`src/rtl/core/qes_pkg.sv`:
```
// ============================================================================
// qes_pkg
// Shared types, constants and helper functions for the quadrature encoder
// to MIDI system-exclusive block.
// ============================================================================
package qes_pkg;

    // Input sample and output byte as they travel on the ports.
    typedef struct packed {
        logic [1:0] enc_pins;
        logic       rx_valid;
        logic [7:0] rx_byte;
    } t_in_item;

    typedef struct packed {
        logic [7:0] out_byte;
        logic       last;
    } t_out_item;

    // Configuration register file.
    typedef struct packed {
        logic [6:0] up_param;
        logic [6:0] down_param;
        logic [6:0] press_value;
        logic [6:0] release_value;
    } t_cfg;

    localparam int unsigned CfgIdxW  = 8;
    localparam int unsigned CfgDataW = 8;

    typedef enum logic [CfgIdxW-1:0] {
        CFG_UP_PARAM      = 8'd0,
        CFG_DOWN_PARAM    = 8'd1,
        CFG_PRESS_VALUE   = 8'd2,
        CFG_RELEASE_VALUE = 8'd3
    } t_cfg_idx;

    localparam logic [6:0] UpParamRst      = 7'd9;
    localparam logic [6:0] DownParamRst    = 7'd8;
    localparam logic [6:0] PressValueRst   = 7'd127;
    localparam logic [6:0] ReleaseValueRst = 7'd0;

    // Command handed from the front end to the byte sequencer.
    typedef struct packed {
        logic       echo_valid;
        logic [7:0] echo_byte;
        logic       msg_valid;
        logic       down;
    } t_cmd;

    localparam int unsigned QDepth = 4;
    localparam int unsigned QPtrW  = $clog2(QDepth);
    localparam int unsigned QCntW  = $clog2(QDepth + 1);

    // Phase tracker codes.
    localparam logic [1:0] IdleCode = 2'd3;

    // Next expected pin code for each phase, clockwise and counter-clockwise.
    function automatic logic [1:0] cw_next(input logic [1:0] phase);
        logic [1:0] r;
        unique case (phase)
            2'd0: r = 2'd2;
            2'd1: r = 2'd0;
            2'd2: r = 2'd3;
            2'd3: r = 2'd1;
            default: r = 2'd1;
        endcase
        return r;
    endfunction

    function automatic logic [1:0] ccw_next(input logic [1:0] phase);
        logic [1:0] r;
        unique case (phase)
            2'd0: r = 2'd1;
            2'd1: r = 2'd3;
            2'd2: r = 2'd0;
            2'd3: r = 2'd2;
            default: r = 2'd2;
        endcase
        return r;
    endfunction

    // System-exclusive message framing.
    localparam int unsigned MsgLen  = 11;
    localparam int unsigned PosW    = $clog2(MsgLen);
    localparam logic [PosW-1:0] LastPos = PosW'(MsgLen - 1);

    localparam logic [7:0] SysexStart = 8'hF0;
    localparam logic [7:0] SysexMfr   = 8'h43;
    localparam logic [7:0] SysexDev   = 8'h10;
    localparam logic [7:0] SysexModel = 8'h29;
    localparam logic [7:0] SysexCmd   = 8'h08;
    localparam logic [7:0] SysexZero  = 8'h00;
    localparam logic [7:0] SysexEnd   = 8'hF7;

    function automatic logic [7:0] sysex_byte(input logic [PosW-1:0] pos,
                                              input logic [6:0]      param,
                                              input logic [6:0]      value);
        logic [7:0] b;
        unique case (pos)
            4'd0:    b = SysexStart;
            4'd1:    b = SysexMfr;
            4'd2:    b = SysexDev;
            4'd3:    b = SysexModel;
            4'd4:    b = SysexCmd;
            4'd5:    b = SysexZero;
            4'd6:    b = SysexZero;
            4'd7:    b = {1'b0, param};
            4'd8:    b = SysexZero;
            4'd9:    b = {1'b0, value};
            4'd10:   b = SysexEnd;
            default: b = SysexEnd;
        endcase
        return b;
    endfunction

endpackage

```
`src/rtl/core/quadrature_encoder_to_midi_sysex.sv`:
```
// ============================================================================
// quadrature_encoder_to_midi_sysex
// Quadrature encoder decoder that echoes received serial bytes and sends a
// pair of MIDI system-exclusive parameter messages on each detent.
// ============================================================================
// A sample is taken whenever the four-entry command queue has room;
// samples that produce no bytes never enter the queue. Each queued
// command is loaded into the sequencer and then delivers one byte per
// cycle unless the consumer stalls: the echo byte, if any, followed by
// 22 message bytes, so one item produces at most 23 bytes. The single
// byte output register holds the pending byte while the consumer stalls,
// and the sequencer waits until that byte is taken.
module quadrature_encoder_to_midi_sysex (
    input  logic                            i_clk,
    input  logic                            i_rst_n,
    input  logic                            push,
    output logic                            full,
    input  qes_pkg::t_in_item               i_item,
    output logic                            empty,
    input  logic                            pop,
    output qes_pkg::t_out_item              o_result,
    input  logic                            i_cfg_valid,
    output logic                            o_cfg_ready,
    input  logic [qes_pkg::CfgIdxW-1:0]     i_cfg_index,
    input  logic [qes_pkg::CfgDataW-1:0]    i_cfg_data
);

    qes_pkg::t_cfg r_cfg;
    qes_pkg::t_cmd front_cmd;
    qes_pkg::t_cmd queue_cmd;
    logic          front_push;
    logic          queue_full;
    logic          queue_empty;
    logic          queue_pop;
    logic          out_valid;

    assign o_cfg_ready = 1'b1;

    always_ff @(posedge i_clk) begin
        if (!i_rst_n) begin
            r_cfg.up_param      <= qes_pkg::UpParamRst;
            r_cfg.down_param    <= qes_pkg::DownParamRst;
            r_cfg.press_value   <= qes_pkg::PressValueRst;
            r_cfg.release_value <= qes_pkg::ReleaseValueRst;
        end else if (i_cfg_valid) begin
            unique case (i_cfg_index)
                qes_pkg::CFG_UP_PARAM:      r_cfg.up_param      <= i_cfg_data[6:0];
                qes_pkg::CFG_DOWN_PARAM:    r_cfg.down_param    <= i_cfg_data[6:0];
                qes_pkg::CFG_PRESS_VALUE:   r_cfg.press_value   <= i_cfg_data[6:0];
                qes_pkg::CFG_RELEASE_VALUE: r_cfg.release_value <= i_cfg_data[6:0];
                default: begin
                end
            endcase
        end
    end

    assign full = queue_full;

    qes_front u_front (
        .i_clk      (i_clk),
        .i_rst_n    (i_rst_n),
        .i_accept   (push & ~queue_full),
        .i_item     (i_item),
        .o_cmd_push (front_push),
        .o_cmd      (front_cmd)
    );

    qes_fifo u_fifo (
        .i_clk   (i_clk),
        .i_rst_n (i_rst_n),
        .i_push  (front_push),
        .i_data  (front_cmd),
        .o_full  (queue_full),
        .i_pop   (queue_pop),
        .o_data  (queue_cmd),
        .o_empty (queue_empty)
    );

    qes_back u_back (
        .i_clk       (i_clk),
        .i_rst_n     (i_rst_n),
        .i_cfg       (r_cfg),
        .i_cmd_empty (queue_empty),
        .i_cmd       (queue_cmd),
        .o_cmd_pop   (queue_pop),
        .o_result    (o_result),
        .o_valid     (out_valid),
        .i_take      (pop)
    );

    assign empty = ~out_valid;

endmodule

```
`src/rtl/core/qes_front.sv`:
```
// ============================================================================
// qes_front
// Accepts encoder samples, runs the two phase trackers and turns each sample
// that has something to send into a command for the byte sequencer.
// ============================================================================
module qes_front (
    input  logic              i_clk,
    input  logic              i_rst_n,
    input  logic              i_accept,
    input  qes_pkg::t_in_item i_item,
    output logic              o_cmd_push,
    output qes_pkg::t_cmd     o_cmd
);

    logic [1:0] r_cw_phase;
    logic [1:0] r_ccw_phase;
    logic [1:0] n_cw_phase;
    logic [1:0] n_ccw_phase;
    logic       cw_hit;
    logic       ccw_hit;

    always_comb begin
        n_cw_phase = r_cw_phase;
        cw_hit     = 1'b0;
        if (i_item.enc_pins != r_cw_phase) begin
            if (i_item.enc_pins == qes_pkg::cw_next(r_cw_phase)) begin
                cw_hit     = (r_cw_phase == 2'd0);
                n_cw_phase = i_item.enc_pins;
            end else if (i_item.enc_pins == qes_pkg::IdleCode) begin
                n_cw_phase = i_item.enc_pins;
            end
        end
    end

    always_comb begin
        n_ccw_phase = r_ccw_phase;
        ccw_hit     = 1'b0;
        if (i_item.enc_pins != r_ccw_phase) begin
            if (i_item.enc_pins == qes_pkg::ccw_next(r_ccw_phase)) begin
                ccw_hit     = (r_ccw_phase == 2'd0);
                n_ccw_phase = i_item.enc_pins;
            end else if (i_item.enc_pins == qes_pkg::IdleCode) begin
                n_ccw_phase = i_item.enc_pins;
            end
        end
    end

    // Counter-clockwise wins when both trackers complete a detent together.
    always_comb begin
        o_cmd.echo_valid = i_item.rx_valid;
        o_cmd.echo_byte  = i_item.rx_byte;
        o_cmd.msg_valid  = cw_hit | ccw_hit;
        o_cmd.down       = ccw_hit;
    end

    assign o_cmd_push = i_accept & (i_item.rx_valid | cw_hit | ccw_hit);

    always_ff @(posedge i_clk) begin
        if (!i_rst_n) begin
            r_cw_phase  <= qes_pkg::IdleCode;
            r_ccw_phase <= qes_pkg::IdleCode;
        end else if (i_accept) begin
            r_cw_phase  <= n_cw_phase;
            r_ccw_phase <= n_ccw_phase;
        end
    end

    // A detent completes only when leaving phase zero.
    a_cw_hit_from_zero: assert property (@(posedge i_clk) disable iff (!i_rst_n)
        cw_hit |-> (r_cw_phase == 2'd0 && n_cw_phase == 2'd2))
        else $error("clockwise detent outside phase zero");

endmodule

```
`src/rtl/core/qes_fifo.sv`:
```
// ============================================================================
// qes_fifo
// Short command queue between the front end and the byte sequencer.
// ============================================================================
module qes_fifo (
    input  logic          i_clk,
    input  logic          i_rst_n,
    input  logic          i_push,
    input  qes_pkg::t_cmd i_data,
    output logic          o_full,
    input  logic          i_pop,
    output qes_pkg::t_cmd o_data,
    output logic          o_empty
);

    qes_pkg::t_cmd                 r_mem [qes_pkg::QDepth];
    logic [qes_pkg::QPtrW-1:0]     r_wr_ptr;
    logic [qes_pkg::QPtrW-1:0]     r_rd_ptr;
    logic [qes_pkg::QCntW-1:0]     r_count;
    logic                          do_push;
    logic                          do_pop;

    function automatic logic [qes_pkg::QCntW-1:0] QCntW_inc(input logic b);
        return {{(qes_pkg::QCntW-1){1'b0}}, b};
    endfunction

    assign o_full  = (r_count == qes_pkg::QCntW'(qes_pkg::QDepth));
    assign o_empty = (r_count == '0);
    assign do_push = i_push & ~o_full;
    assign do_pop  = i_pop & ~o_empty;
    assign o_data  = r_mem[r_rd_ptr];

    always_ff @(posedge i_clk) begin
        if (do_push) begin
            r_mem[r_wr_ptr] <= i_data;
        end
    end

    always_ff @(posedge i_clk) begin
        if (!i_rst_n) begin
            r_wr_ptr <= '0;
            r_rd_ptr <= '0;
            r_count  <= '0;
        end else begin
            if (do_push) begin
                r_wr_ptr <= r_wr_ptr + 1'b1;
            end
            if (do_pop) begin
                r_rd_ptr <= r_rd_ptr + 1'b1;
            end
            r_count <= r_count + QCntW_inc(do_push) - QCntW_inc(do_pop);
        end
    end

    a_count_bound: assert property (@(posedge i_clk) disable iff (!i_rst_n)
        r_count <= qes_pkg::QCntW'(qes_pkg::QDepth))
        else $error("command queue count beyond depth");

    a_no_push_when_full: assert property (@(posedge i_clk) disable iff (!i_rst_n)
        i_push |-> !o_full)
        else $error("command pushed into a full queue");

endmodule

```
`src/rtl/core/qes_back.sv`:
```
// ============================================================================
// qes_back
// Byte sequencer: takes commands from the queue and streams the echo byte and
// the two system-exclusive messages through a one-entry output register.
// ============================================================================
module qes_back (
    input  logic               i_clk,
    input  logic               i_rst_n,
    input  qes_pkg::t_cfg      i_cfg,
    input  logic               i_cmd_empty,
    input  qes_pkg::t_cmd      i_cmd,
    output logic               o_cmd_pop,
    output qes_pkg::t_out_item o_result,
    output logic               o_valid,
    input  logic               i_take
);

    typedef enum logic [1:0] {
        S_IDLE,
        S_ECHO,
        S_MSG1,
        S_MSG2
    } t_state;

    t_state                     r_state;
    t_state                     n_state;
    logic [qes_pkg::PosW-1:0]   r_pos;
    logic [qes_pkg::PosW-1:0]   n_pos;
    qes_pkg::t_cmd              r_cmd;
    logic                       r_out_valid;
    logic                       n_out_valid;
    qes_pkg::t_out_item         r_out;
    qes_pkg::t_out_item         n_out;
    logic                       taken;
    logic                       adv;
    logic [6:0]                 param;
    logic                       pos_end;

    assign taken     = i_take & r_out_valid;
    assign adv       = (r_state != S_IDLE) & (~r_out_valid | taken);
    assign param     = r_cmd.down ? i_cfg.down_param : i_cfg.up_param;
    assign pos_end   = (r_pos == qes_pkg::LastPos);
    assign o_cmd_pop = (r_state == S_IDLE) & ~i_cmd_empty;

    always_comb begin
        n_state     = r_state;
        n_pos       = r_pos;
        n_out       = r_out;
        n_out_valid = r_out_valid & ~taken;
        unique case (r_state)
            S_IDLE: begin
                if (!i_cmd_empty) begin
                    n_state = i_cmd.echo_valid ? S_ECHO : S_MSG1;
                    n_pos   = '0;
                end
            end
            S_ECHO: begin
                if (adv) begin
                    n_out.out_byte = r_cmd.echo_byte;
                    n_out.last     = ~r_cmd.msg_valid;
                    n_out_valid    = 1'b1;
                    n_state        = r_cmd.msg_valid ? S_MSG1 : S_IDLE;
                    n_pos          = '0;
                end
            end
            S_MSG1: begin
                if (adv) begin
                    n_out.out_byte = qes_pkg::sysex_byte(r_pos, param, i_cfg.press_value);
                    n_out.last     = 1'b0;
                    n_out_valid    = 1'b1;
                    n_pos          = pos_end ? '0 : r_pos + 1'b1;
                    n_state        = pos_end ? S_MSG2 : S_MSG1;
                end
            end
            S_MSG2: begin
                if (adv) begin
                    n_out.out_byte = qes_pkg::sysex_byte(r_pos, param,
                                                         i_cfg.release_value);
                    n_out.last     = pos_end;
                    n_out_valid    = 1'b1;
                    n_pos          = pos_end ? '0 : r_pos + 1'b1;
                    n_state        = pos_end ? S_IDLE : S_MSG2;
                end
            end
            default: begin
                n_state = S_IDLE;
            end
        endcase
    end

    always_ff @(posedge i_clk) begin
        r_pos <= n_pos;
        r_out <= n_out;
        if (o_cmd_pop) begin
            r_cmd <= i_cmd;
        end
        if (!i_rst_n) begin
            r_state     <= S_IDLE;
            r_out_valid <= 1'b0;
        end else begin
            r_state     <= n_state;
            r_out_valid <= n_out_valid;
        end
    end

    assign o_result = r_out;
    assign o_valid  = r_out_valid;

    // A waiting byte that is not taken must still be there next cycle.
    a_hold_output: assert property (@(posedge i_clk) disable iff (!i_rst_n)
        (r_out_valid && !i_take) |=> (r_out_valid && $stable(r_out)))
        else $error("pending output byte lost");

    // The sequence ends in the idle state exactly when a last byte is made.
    a_last_ends_cmd: assert property (@(posedge i_clk) disable iff (!i_rst_n)
        (adv && n_out.last) |=> (r_state == S_IDLE))
        else $error("last byte produced without ending the command");

endmodule
```
`config.mk`:
```
export PLATFORM = sky130hd
export DESIGN_NAME = quadrature_encoder_to_midi_sysex
export DESIGN_NICKNAME = d
export VERILOG_FILES = /design/src/rtl/core/qes_pkg.sv /design/src/rtl/core/quadrature_encoder_to_midi_sysex.sv /design/src/rtl/core/qes_front.sv /design/src/rtl/core/qes_fifo.sv /design/src/rtl/core/qes_back.sv
export SDC_FILE = /design/constraint.sdc
export NUM_CORES = 1
export LEC_CHECK = 0
export CAP_MARGIN = 5
export CORE_ASPECT_RATIO = 0.7
export CORE_MARGIN = 1.5
export CORE_UTILIZATION = 50
export CTS_CLUSTER_SIZE = 24
export DETAILED_ROUTE_END_ITERATION = 6
export DONT_BUFFER_PORTS = 1
export PLACE_DENSITY = 0.62
export SYNTH_ARGS = -nofsm -noshare
export SYNTH_HDL_FRONTEND = slang
export SYNTH_SLANG_ARGS = --single-unit
export TNS_END_PERCENT = 10
```
`constraint.sdc`:
```
create_clock -name i_clk -period 3.48 [get_ports i_clk]
set_input_delay 0.348 -clock i_clk [delete_from_list [all_inputs] [get_ports i_clk]]
set_output_delay 0.348 -clock i_clk [all_outputs]
set_load 0.05 [all_outputs]
```
# Word level (Yosys, flattened, before mapping)

Memory sizes are Yosys's and may differ from the RTL's. A register that Yosys moved wholly into a read port is not among the register bits.
Cells that the tools add are included.

Equal/unequal tests: 33
Add/subtract/negate cells: 5
Muxes and demuxes: 38
Reduce and logical (&&, ||, !) cells: 22
Bitwise operators: 17

Operators by type and width:

| operator                                       | number |
|---|---|
| case mux 8 bit (8 select lines)                | 2 |
| 2-to-1 mux 2 bit                               | 14 |
| 2-to-1 mux 9 bit                               | 3 |
| case mux 9 bit (3 select lines)                | 1 |
| case mux 2 bit (4 select lines)                | 3 |
| == test 4 x 3 -> 1 bit (second input constant) | 4 |
| == test 8 x 2 -> 1 bit (second input constant) | 2 |
| 2-to-1 mux 4 bit                               | 4 |
| == test 2 bit (second input constant)          | 7 |
| == test 4 bit (second input constant)          | 3 |
| case mux 4 bit (3 select lines)                | 1 |
| 2-to-1 mux 1 bit                               | 9 |
| AND reduction 3 bit                            | 3 |
| AND 1 bit                                      | 8 |
| == test 4 x 2 -> 1 bit (second input constant) | 2 |
| == test 8 x 1 -> 1 bit (second input constant) | 1 |
| logical NOT 8 bit                              | 1 |
| != test 2 x 1 -> 1 bit (second input constant) | 4 |
| AND reduction 2 bit                            | 4 |
| AND reduction 4 bit                            | 2 |
| 2-to-1 mux 7 bit                               | 1 |
| == test 2 x 1 -> 1 bit (second input constant) | 3 |
| logical NOT 2 bit                              | 3 |
| nonzero test 2 bit                             | 3 |
| other kinds (16)                               | 27 |

Register bits: 65
RAM bits: 44
Logic and storage cells: 133
Memories: 1

Memory list:

| name         | words | bits a word | read ports | clocked after memory_dff | wr ports | line           | RTL |
|---|---|---|---|---|---|---|---|
| u_fifo.r_mem | 4     | 11          | 1          | 1                        | 1        | qes_fifo.sv:16 | `qes_pkg::t_cmd r_mem [qes_pkg::QDepth];` |

# Longest topological paths before layout

Depth in word-level cells: 12
Depth in mapped cells: 10
Gate-level depth less buffers: 10

# Modules after synthesis

A second synthesis with hierarchy kept.

Cell total of the unflattened synthesis: 393
Area total of the unflattened synthesis: 5072.4 um^2

Modules (own cells, without submodules):

| module                           | instances | cells each | seq. area each (um^2) | area an instance (um^2) |
|---|---|---|---|---|
| qes_fifo                         | 1         | 108        | 1501.4                | 2077.0 |
| qes_back                         | 1         | 136        | 750.7                 | 1502.7 |
| quadrature_encoder_to_midi_sysex | 1         | 115        | 560.5                 | 1168.6 |
| qes_front                        | 1         | 34         | 80.1                  | 324.1 |

# Worst setup path before layout

Ideal clock, no wire load.

Path kind: register to register
Start: reg u_fifo.r_count[1] (netlist name)
End: reg u_fifo.r_count[2] (netlist name)
Slack: 648 ps
Data arrival time: 2717 ps
Library setup time: 115 ps
Stages on the path, launching flop included: 11
Path buffers: 0
Data required time: 3365 ps
Clock period less this slack: 2832 ps
Cell sequence: dfxtp_1 nor3_1 nor3_1 ha_1 inv_1 ha_1 inv_1 fa_1 xnor2_1 xnor2_1 and2_1

RTL lines:

| item                      | line                                   | RTL |
|---|---|---|
| start, declared           | qes_fifo.sv:19                         | `logic [qes_pkg::QCntW-1:0] r_count;` |
| start signal, assigned    | qes_fifo.sv:51                         | `r_count <= r_count + QCntW_inc(do_push) - QCntW_inc(do_pop);` |
| logical NOT 3 bit         | qes_fifo.sv:28                         | `assign o_empty = (r_count == '0);` |
| NOT 1 bit                 | qes_back.sv:43                         | `assign o_cmd_pop = (r_state == S_IDLE) & ~i_cmd_empty;` |
| AND 1 bit                 | qes_back.sv:43                         |  |
| via queue_pop             | quadrature_encoder_to_midi_sysex.sv:34 | `logic queue_pop;` |
| AND 1 bit                 | qes_fifo.sv:30                         | `assign do_pop = i_pop & ~o_empty;` |
| subtractor 3 x 1 -> 3 bit | qes_fifo.sv:51                         |  |

The timed path passes the listed nets, and every way through them passes these cells.
A chain may end at the register's enable or synchronous reset.

# Final worst setup path

Same ends and word-level chain as after synthesis.

==> flow_metrics.py <==
metrics = {
    "setup_path": {
        "r2r_slack_ps": 1020,
        "cp-end-kind": "flip-flop",
        "cp.arrival_ps": 2700,
        "cp_max_fo": 12,
        "r2r-end": "u_fifo.r_count[2]",
        "start_kind": "flip-flop",
        "required_ps": 3720,
        "path_class": "flip-flop to flip-flop",
        "reg2reg_from": "u_fifo.r_count[1]",
        "r2r_cells": 11,
    },
    "clocking": {
        "cts_made_buffers": 9,
        "root_buffer": "clkbuf_16",
        "cts.sinks": 111,
        "cts_tree": "done",
        "clk_latency_ps": 340,
        "htree_levels": 3,
        "hold_buffers": 0,
        "post_cts_buffers": 0,
        "clockBufferDepth": 2,
        "cts_resized": 0,
        "path_clk_slew_ps": 70,
    },
    "synth": {
        "ys_ff_latch": 111,
        "ys_seq_area_frac": 0.603,
        "synth.cell_area_um2": 4800,
        "ys_types": 58,
        "avgSynthCellArea_um2": 13.6,
        "postSynthNetCount": 395,
        "synth_ff_type": "edfxtp_1",
        "yosysWarnings": 0,
        "netlist_instances": 352,
        "synth_edf_count": 67,
        "synthArstFlopShare": 0,
    },
    "worst_hold_path": {
        "hp-start": "i_rst_n",
        "hold_path_class": "input pin to flip-flop",
        "min_to": "r_cfg[9]",
        "min_path_cells": 1,
    },
    "global_route": {
        "grt_usage": 0.185,
        "first_global_vias": 2588,
        "grt_pass1_wl_mm": 14.2,
        "grt_overflow": 0,
        "grt_max_degree": 46,
        "antenna_found_initial": 0,
    },
    "detailed_routing": {
        "routed_wl_mm": 8.68,
        "firstDrtPassIters": 4,
        "drc_errors": 0,
        "wl_per_cell_um": 18.2,
        "drt_iter0_drc": 235,
        "antenna_left": 0,
        "num_vias": 2655,
        "vias_per_cell": 5.57,
    },
    "layout": {
        "diodes": 0,
        "layout-area-overhead-vs-synth_pct": 8.29,
        "layout.cells.most_common": "edfxtp_1",
        "layout-drive-gt1-share": 0.110,
        "final_cell_mix": "67 x edfxtp_1, 44 x dfxtp_1, 43 x mux2i_1",
        "final_nets": 391,
    },
    "sta": {
        "tns_ps": 0,
        "fmax_ghz": 0.406,
        "skew_ps": 5.66,
        "rsz0062_at_grt": "no",
        "final-hold-violation-count": 0,
        "slew_viol_final": 0,
        "worst_pin_slew_ps": 873,
        "slew-limit-headroom": 0.416,
        "period_needed_ps": 2460,
        "post-route-period-util": 0.708,
        "setup_viol": 0,
    },
    "floorplanning": {
        "fp.dieH_um": 85.0,
        "std_cell_rows": 29,
        "core_area_um2": 9180,
        "die_area_um2": 10200,
        "die-width_um": 120,
        "initial_core_util": 0.523,
        "ioPinCount": 44,
    },
    "run": {
        "cap_viol_max_count": 0,
    },
    "place": {
        "numPortBuffers": 0,
        "place_congestion": 0.837,
        "post-dp-hpwl_mm": 6.10,
    },
    "pwr": {
        "p_leak_nw": 1.92,
        "p_total_mw": 4.08,
        "power_density_nw_per_um2": 786,
        "ir_drop_mv": 0.350,
    },
    "run_status": {
        "status": "finished clean",
    },
}
[logic make-up after synthesis]
group,synth area share
compound gates,0.0707
xor+xnor,0.0128
fa+ha+maj,0.0302
buf+inv,0.0295
flops,0.603
mux,0.139
other cells,0.000782
simple gates,0.114
[where the power goes]
group | total, mW | switching (mW) | internal, mW
Combinational | 0.979 | 0.540 | 0.439
Sequential | 2.09 | 0.391 | 1.70
Clock | 1.01 | 0.435 | 0.577
[area by class of cell]
cell class                 count  area (um^2)
multi-input combinational    208         1770
clock inverter                 5         57.6
clock buffer                  11          243
tap                          124          155
inverter                      15         56.3
timing repair buffer           3         22.5
fill                         722         3980
sequential                   111         2890
[metrics by stage]
step | hold slack, ps | area, um^2 | setup WS, ps | util | std cells
final | 73.2 | 5200 | 1020 | 0.566 | 477
after global routing | 64.8 | 5200 | 834 | 0.566 | 477
after CTS | 57.9 | 5200 | 1020 | 0.566 | 477
after detailed placement | 418 | 4900 | 1040 | 0.533 | 461
after global placement | 416 | 4900 | 1040 | 0.533 | 461
after floorplan | 437 | 4800 | 648 | - | 352
[flip-flops by register name (all words and copies together) (netlist names), 3 cells and up, named ones only]
signal,count
u_fifo.r_count,3
u_back.o_result,9
u_fifo.r_mem,44
u_back.r_pos,4
r_cfg,28
u_back.r_cmd,10
[worst max-delay path by stage]
stage                            from                 to  slack [ps]  depth (start not counted)
finish              u_fifo.r_count[1]  u_fifo.r_count[2]        1020                         11
global placement    u_fifo.r_count[1]  u_fifo.r_count[2]        1040                         11
detailed placement  u_fifo.r_count[1]  u_fifo.r_count[2]        1040                         11
global route        u_fifo.r_count[1]  u_fifo.r_count[2]         830                         11
CTS                 u_fifo.r_count[1]  u_fifo.r_count[2]        1020                         11
floorplan           u_fifo.r_count[1]  u_fifo.r_count[2]         650                         10
[cell usage after synthesis (4+ instances only)]
library cell / count / area share
o21ai_0: 7 / 0.0073
edfxtp_1: 67 / 0.42
and2_1: 10 / 0.013
dfxtp_1: 44 / 0.18
xnor2_1: 6 / 0.011
mux2i_1: 43 / 0.090
inv_1: 15 / 0.012
nor2b_1: 24 / 0.031
nand3_1: 4 / 0.0042
buf_2: 8 / 0.0083
mux4_2: 10 / 0.047
a21oi_1: 6 / 0.0063
clkbuf_1: 7 / 0.0055
ha_1: 10 / 0.026
nor2_1: 11 / 0.0086
nand2_1: 18 / 0.014
[routing by layer]
metal | vias to the layer above | global-route usage | routed length [um]
met3 | 8 | 0.0470 | 425
met4 | 0 | 0.0519 | 84
met5 | - | 0 | 0
met2 | 56 | 0.278 | 3960
met1 | 1295 | 0.269 | 4210
li1 | 1296 | - | -
[critical path, cell delays in order, from the launching register on]
cell,delay (ps)
dfxtp_1,360
nor3_1,410
nor3_2,60
buf_4,200
ha_1,300
inv_1,50
ha_1,120
inv_1,40
fa_1,380
xnor2_1,150
xnor2_1,120
and2_1,150
Power figures use the tool's default switching activity.
